===== config.mk =====
export PLATFORM = sky130hd
export DESIGN_NAME = vang_sqrt
export DESIGN_NICKNAME = d
export VERILOG_FILES = /design/src/design/vector_angle_3d_macros.svh /design/src/design/vang_pkg.sv /design/src/design/vang_sqrt.sv
export SDC_FILE = /design/constraint.sdc
export NUM_CORES = 2
export LEC_CHECK = 0
export BUFFER_PORTS_ARGS = -buffer_cell sky130_fd_sc_hd__buf_2
export CORE_MARGIN = 2
export CORE_UTILIZATION = 60
export CTS_CLUSTER_SIZE = 10
export DETAILED_ROUTE_END_ITERATION = 6
export PLACE_DENSITY = 0.78
export SETUP_SLACK_MARGIN = 0.1
export SYNTH_ARGS = -nofsm -noshare
export SYNTH_HDL_FRONTEND = slang
export SYNTH_MEMORY_MAX_BITS = 65536
export SYNTH_SLANG_ARGS = --single-unit

===== constraint.sdc =====
create_clock -name clk_i -period 8.9 [get_ports clk_i]
set_clock_uncertainty 0.15 [all_clocks]
set_input_delay 1.78 -clock clk_i [delete_from_list [all_inputs] [get_ports clk_i]]
set_output_delay 1.78 -clock clk_i [all_outputs]
set_load 0.02 [all_outputs]

===== src/design/vector_angle_3d_macros.svh =====
// Assertion macros for the vector_angle_3d block.
// Used by the top level only; no other dependencies.
`ifndef VECTOR_ANGLE_3D_MACROS_SVH
`define VECTOR_ANGLE_3D_MACROS_SVH

// same-cycle implication
`define VANG_ASSERT_NOW(lbl, clk, rst_n, ante, cons, msg) \
  lbl: assert property (@(posedge clk) disable iff (!rst_n) (ante) |-> (cons)) \
    else $error(msg);

// next-cycle implication
`define VANG_ASSERT_NEXT(lbl, clk, rst_n, ante, cons, msg) \
  lbl: assert property (@(posedge clk) disable iff (!rst_n) (ante) |=> (cons)) \
    else $error(msg);

`endif


===== src/design/vang_pkg.sv =====
// Shared constants, types and the arctangent table for vector_angle_3d.
// No dependencies.
package vang_pkg;

  localparam int COORD_WIDTH_DEF = 24;
  localparam int ANGLE_FRAC_DEF  = 16;

  localparam int NORM_BITS    = 30;              // normalized magnitude width
  localparam int Z_FRAC       = 30;              // angle accumulator fraction bits
  localparam int CORDIC_STEPS = 30;
  localparam int Z_W          = 34;              // signed angle accumulator
  localparam int X_W          = NORM_BITS + 5;   // signed CORDIC x/y, gain headroom
  localparam int SQ_W         = 2 * NORM_BITS + 2;
  localparam int SR_W         = NORM_BITS + 1;   // square root width

  localparam logic signed [Z_W-1:0] PI_Z      = 34'sd3373259426;
  localparam logic signed [Z_W-1:0] HALF_PI_Z = 34'sd1686629713;

  typedef struct packed {
    logic valid;
    logic zero_len;   // a or b is the zero vector
    logic null_out;   // force angle to 0
    logic dneg;       // dot product negative
  } ctl_t;

  // atan(2^-k) in radians, Z_FRAC fraction bits, rounded
  function automatic logic signed [Z_W-1:0] atan_entry(input int unsigned k);
    case (k)
      0:       atan_entry = 34'sd843314857;
      1:       atan_entry = 34'sd497837829;
      2:       atan_entry = 34'sd263043837;
      3:       atan_entry = 34'sd133525159;
      4:       atan_entry = 34'sd67021687;
      5:       atan_entry = 34'sd33543516;
      6:       atan_entry = 34'sd16775851;
      7:       atan_entry = 34'sd8388437;
      8:       atan_entry = 34'sd4194283;
      9:       atan_entry = 34'sd2097149;
      default: atan_entry = $signed(Z_W'(64'd1 << (Z_FRAC - k)));
    endcase
  endfunction

endpackage


===== src/design/vang_sqrt.sv =====
// Pipelined floor integer square root, one result bit per stage.
// Depends on vang_pkg.
module vang_sqrt (
  input  logic                             clk_i,
  input  logic                             rst_ni,
  input  logic                             en_i,
  input  vang_pkg::ctl_t                   ctl_i,
  input  logic [vang_pkg::NORM_BITS-1:0]   v0_i,
  input  logic [vang_pkg::SQ_W-1:0]        sq_i,
  output vang_pkg::ctl_t                   ctl_o,
  output logic [vang_pkg::NORM_BITS-1:0]   v0_o,
  output logic [vang_pkg::SR_W-1:0]        root_o
);

  localparam int SW = vang_pkg::SQ_W;
  localparam int NS = vang_pkg::SR_W;
  localparam int NB = vang_pkg::NORM_BITS;

  logic [SW-1:0]  n_q   [NS];
  logic [SW-1:0]  r_q   [NS];
  logic [NB-1:0]  v0_q  [NS];
  vang_pkg::ctl_t ctl_q [NS];

  for (genvar k = 0; k < NS; k++) begin : g_step
    localparam logic [SW-1:0] BIT = SW'(1) << (2 * (NS - 1 - k));
    logic [SW-1:0]  n_cur, r_cur, trial, n_d, r_d;
    logic [NB-1:0]  v0_cur;
    vang_pkg::ctl_t ctl_cur;

    if (k == 0) begin : g_first
      assign n_cur   = sq_i;
      assign r_cur   = '0;
      assign v0_cur  = v0_i;
      assign ctl_cur = ctl_i;
    end else begin : g_next
      assign n_cur   = n_q[k-1];
      assign r_cur   = r_q[k-1];
      assign v0_cur  = v0_q[k-1];
      assign ctl_cur = ctl_q[k-1];
    end

    always_comb begin
      trial = r_cur + BIT;
      if (n_cur >= trial) begin
        n_d = n_cur - trial;
        r_d = (r_cur >> 1) + BIT;
      end else begin
        n_d = n_cur;
        r_d = r_cur >> 1;
      end
    end

    always_ff @(posedge clk_i or negedge rst_ni) begin
      if (!rst_ni) begin
        ctl_q[k] <= '0;
      end else if (en_i) begin
        ctl_q[k] <= ctl_cur;
      end
    end

    always_ff @(posedge clk_i) begin
      if (en_i) begin
        n_q[k]  <= n_d;
        r_q[k]  <= r_d;
        v0_q[k] <= v0_cur;
      end
    end
  end

  assign ctl_o  = ctl_q[NS-1];
  assign v0_o   = v0_q[NS-1];
  assign root_o = r_q[NS-1][NS-1:0];

endmodule


==> impl_metrics.tcl <==
set metrics [dict create \
    cellLeakagePower_nw 59.8 \
    hold_viol_final 0 \
    max_cap_viol_count 0 \
    route.detailed.drc 1 \
    grt_pass1_wl_mm 495 \
    layout.nets 11234 \
    io-pin-count 164 \
    path_max_fanout 44 \
    synth_area_leaders "edfxtp_1 68%, ha_1 4.5%, xor2_1 2.5%" \
    power.internal_w 0.0310 \
    cts_tree "built" \
    cts-hold-fix-buffers 0 \
    grt_pass1_vias 82600 \
    syn2layout_area_growth_pct 10.6 \
    synthCells 10177 \
    synth_top_flop_cell "edfxtp_1" \
    antenna_found_initial 11 \
    yosys.area.top_type_share_pct 67.8 \
    seqCellArea_um2 102000 \
    vias 84485 \
    port_buffers 163 \
    pwr-share-seq_pct 50.4 \
    die_w_um 496 \
    rows 180 \
    p_per_area_nw_per_um2 265 \
    startpoint_type "register" \
    final_util_pct 66.8 \
    setup-violations-final 0 \
    fin_crit_sh_pct 59.8 \
    swShare_pct 27.3 \
    path_class "register to register" \
    fin_crit_ps 5320 \
    cts_htree_levels 5 \
    multi_input_area_um2 40500 \
    ys_ff_latch 3410 \
    synth.avg_cell_area_um2 14.3 \
    first_iter_violations 9466 \
    drive_above_1_share_pct 8.94 \
    vdd_drop_max_mv 0.228 \
    dpl.hpwl_mm 227 \
    first_pass_iters 7 \
    cts_resized 0 \
    clk_path_buf_depth 4 \
    synth-seq-area-share_pct 70.0 \
    ant_nets 0 \
    cts_buffers 399 \
    clk_pin_slew_ps 60 \
    status "finished with violations" \
    die_area_um2 246000 \
    p_switching_w 0.0117 \
    initial_core_util_pct 60.4 \
    syn-num-nets 10801 \
    ys_warn_count 0 \
    slew_headroom_pct 13.8 \
    comb_power_share_pct 17.1 \
    slew_viol_final 0 \
    min_path_type "register to register" \
    async_reset_ff_share_pct 3.64 \
    dieHeight_um 496 \
    via_per_inst 6.08 \
    arrival_ps 5860 \
    grt_use_total_pct 26.3 \
    stdcell_area_um2 161000 \
    cts_root_buf "clkbuf_16" \
    synth_edf_count 3286 \
    max_freq_mhz 188 \
    clock_latency_ps 1000 \
    routedWlPerCell_um 23.5 \
    gr-total-overflow 0 \
    routed_wl_mm 326 \
    place.gp.congestion 0.917 \
    core_um2 241000 \
    ys_types 103 \
    power_frac_clock_pct 32.5 \
    post_cts_buffers 0 \
    nFillCells 16220 \
    fin_tns_setup_ps 0 \
    synth_area_um2 145000 \
    crit_path_end_kind "register" \
    grt_start_max_net_pins 211 \
    clock-sinks 3410 \
    rsz0062_at_grt "no" \
    crit_required_ps 9440 \
    dpl_cell_area_um2 150000 \
    violations "design-rule violations" \
    tightest_slew_ps 1290 \
    synth_top_cell_by_area "edfxtp_1" \
]
[routing by layer]
layer / track usage [%] / wire [um] / vias to the layer above
li1: - / - / 39122
met1: 38.2 / 141000 / 41378
met2: 41.2 / 151000 / 3396
met3: 4.23 / 24100 / 585
met4: 8.12 / 9970 / 4
met5: 0 / 27 / -
[power groups by stage]
stage               combinational [W]  sequential [W]  clock [W]
floorplan                     0.00511          0.0210          0
global placement              0.00700          0.0216          0
detailed placement            0.00710          0.0217          0
CTS                           0.00720          0.0214     0.0142
global route                  0.00800          0.0216     0.0148
finish                        0.00729          0.0215     0.0139
[path summary, 6_finish.rpt]
path / start / end / slack [ps] / cells past startpoint
worst max-delay path: n_q[6][104] / n_q[6][166] / 3580 / 10
worst min-delay path: v0_q[1][146] / v0_q[1][176] / 210 / 0
worst max register to register: n_q[6][104] / n_q[6][166] / 3580 / 10
worst min register to register: v0_q[1][146] / v0_q[1][176] / 210 / 0
max in group asynchronous: rst_ni / ctl_q[44] / 6560 / 2
min in group asynchronous: rst_ni / ctl_q[121] / 610 / 1
[cell usage after synthesis, drive strengths merged (20+ instances only)]
cell type,number
nor3b,23
dfrtp,124
o21ai,384
o31ai,41
and2,31
xnor2,405
mux2,196
or2,43
nor2b,51
nor3,269
a21o,213
a211oi,48
nand3,156
a21boi,25
buf,50
o21a,95
nor2,643
and4,20
and3,46
xor2,411
clkbuf,149
edfxtp,3286
nand2,537
nor4b,46
o21bai,49
nand2b,94
inv,648
a31oi,44
nand3b,21
o211ai,36
a21oi,572
nor4,328
ha,525
or4,64
nand4,156
or3,101
[logic make-up (layout without fill, tap and decap cells)]
kind of cell | after synthesis | count (layout) | share of synthesized area, %
buf+inv | 848 | 1370 | 2.25
xor+xnor | 816 | 816 | 4.91
other cells | 0 | 3 | 0
simple gates | 2691 | 2691 | 9.57
mux | 206 | 206 | 1.59
fa+ha+maj | 525 | 525 | 4.51
compound gates | 1681 | 1681 | 7.21
flops | 3410 | 3410 | 70.0
[metrics by stage]
| stage | total power (W) | setup WS, ps | instances | hold slack (ps) |
|---|---|---|---|---|
| finish | 0.0426 | 3580 | 13887 | 207 |
| global route | 0.0444 | 3300 | 13885 | 210 |
| CTS | 0.0428 | 3580 | 13884 | 190 |
| detailed placement | 0.0288 | 3620 | 13394 | 255 |
| global placement | 0.0286 | 3560 | 13394 | 250 |
| floorplan | 0.0261 | 5380 | 10177 | 250 |
[placed cells by master (no fill, tap or decap), drive strengths merged, types with 64 or more instances in the layout]
cell type	count
nand3	156
nor3	269
nor4	328
edfxtp	3286
nor2	643
nand4	156
o21ai	384
nand2b	94
buf	231
xnor2	405
a21oi	572
mux2	196
o21a	95
inv	653
or4	64
xor2	411
a21o	213
nand2	537
clkbuf	457
or3	101
dfrtp	124
ha	525
[registers in the layout, summed over array words and instances (netlist names)]
register and flops:
ctl_q 120, v0_q 930, ctl_o 4, n_q 1860
r_q 496
[critical path: stages (launching register included)]
cell and delay (ps):
edfxtp_1 430, or4_1 600, nor4_1 660, nand3_1 460, a311oi_1 370, nand3_1 120
a21oi_2 720, inv_2 590, nand4_1 640, nor3_1 130, xor2_1 170
[final cells by class]
type,instances,area share (%)
well taps,3185,2.48
repair buffers,231,0.960
inverters,649,1.51
diodes,3,0.00467
flip-flops and latches,3410,63.3
clock inverters,33,0.214
multi-input cells,5919,25.2
clock buffers,457,6.39
No activity file was read; power rests on OpenSTA's default activity.
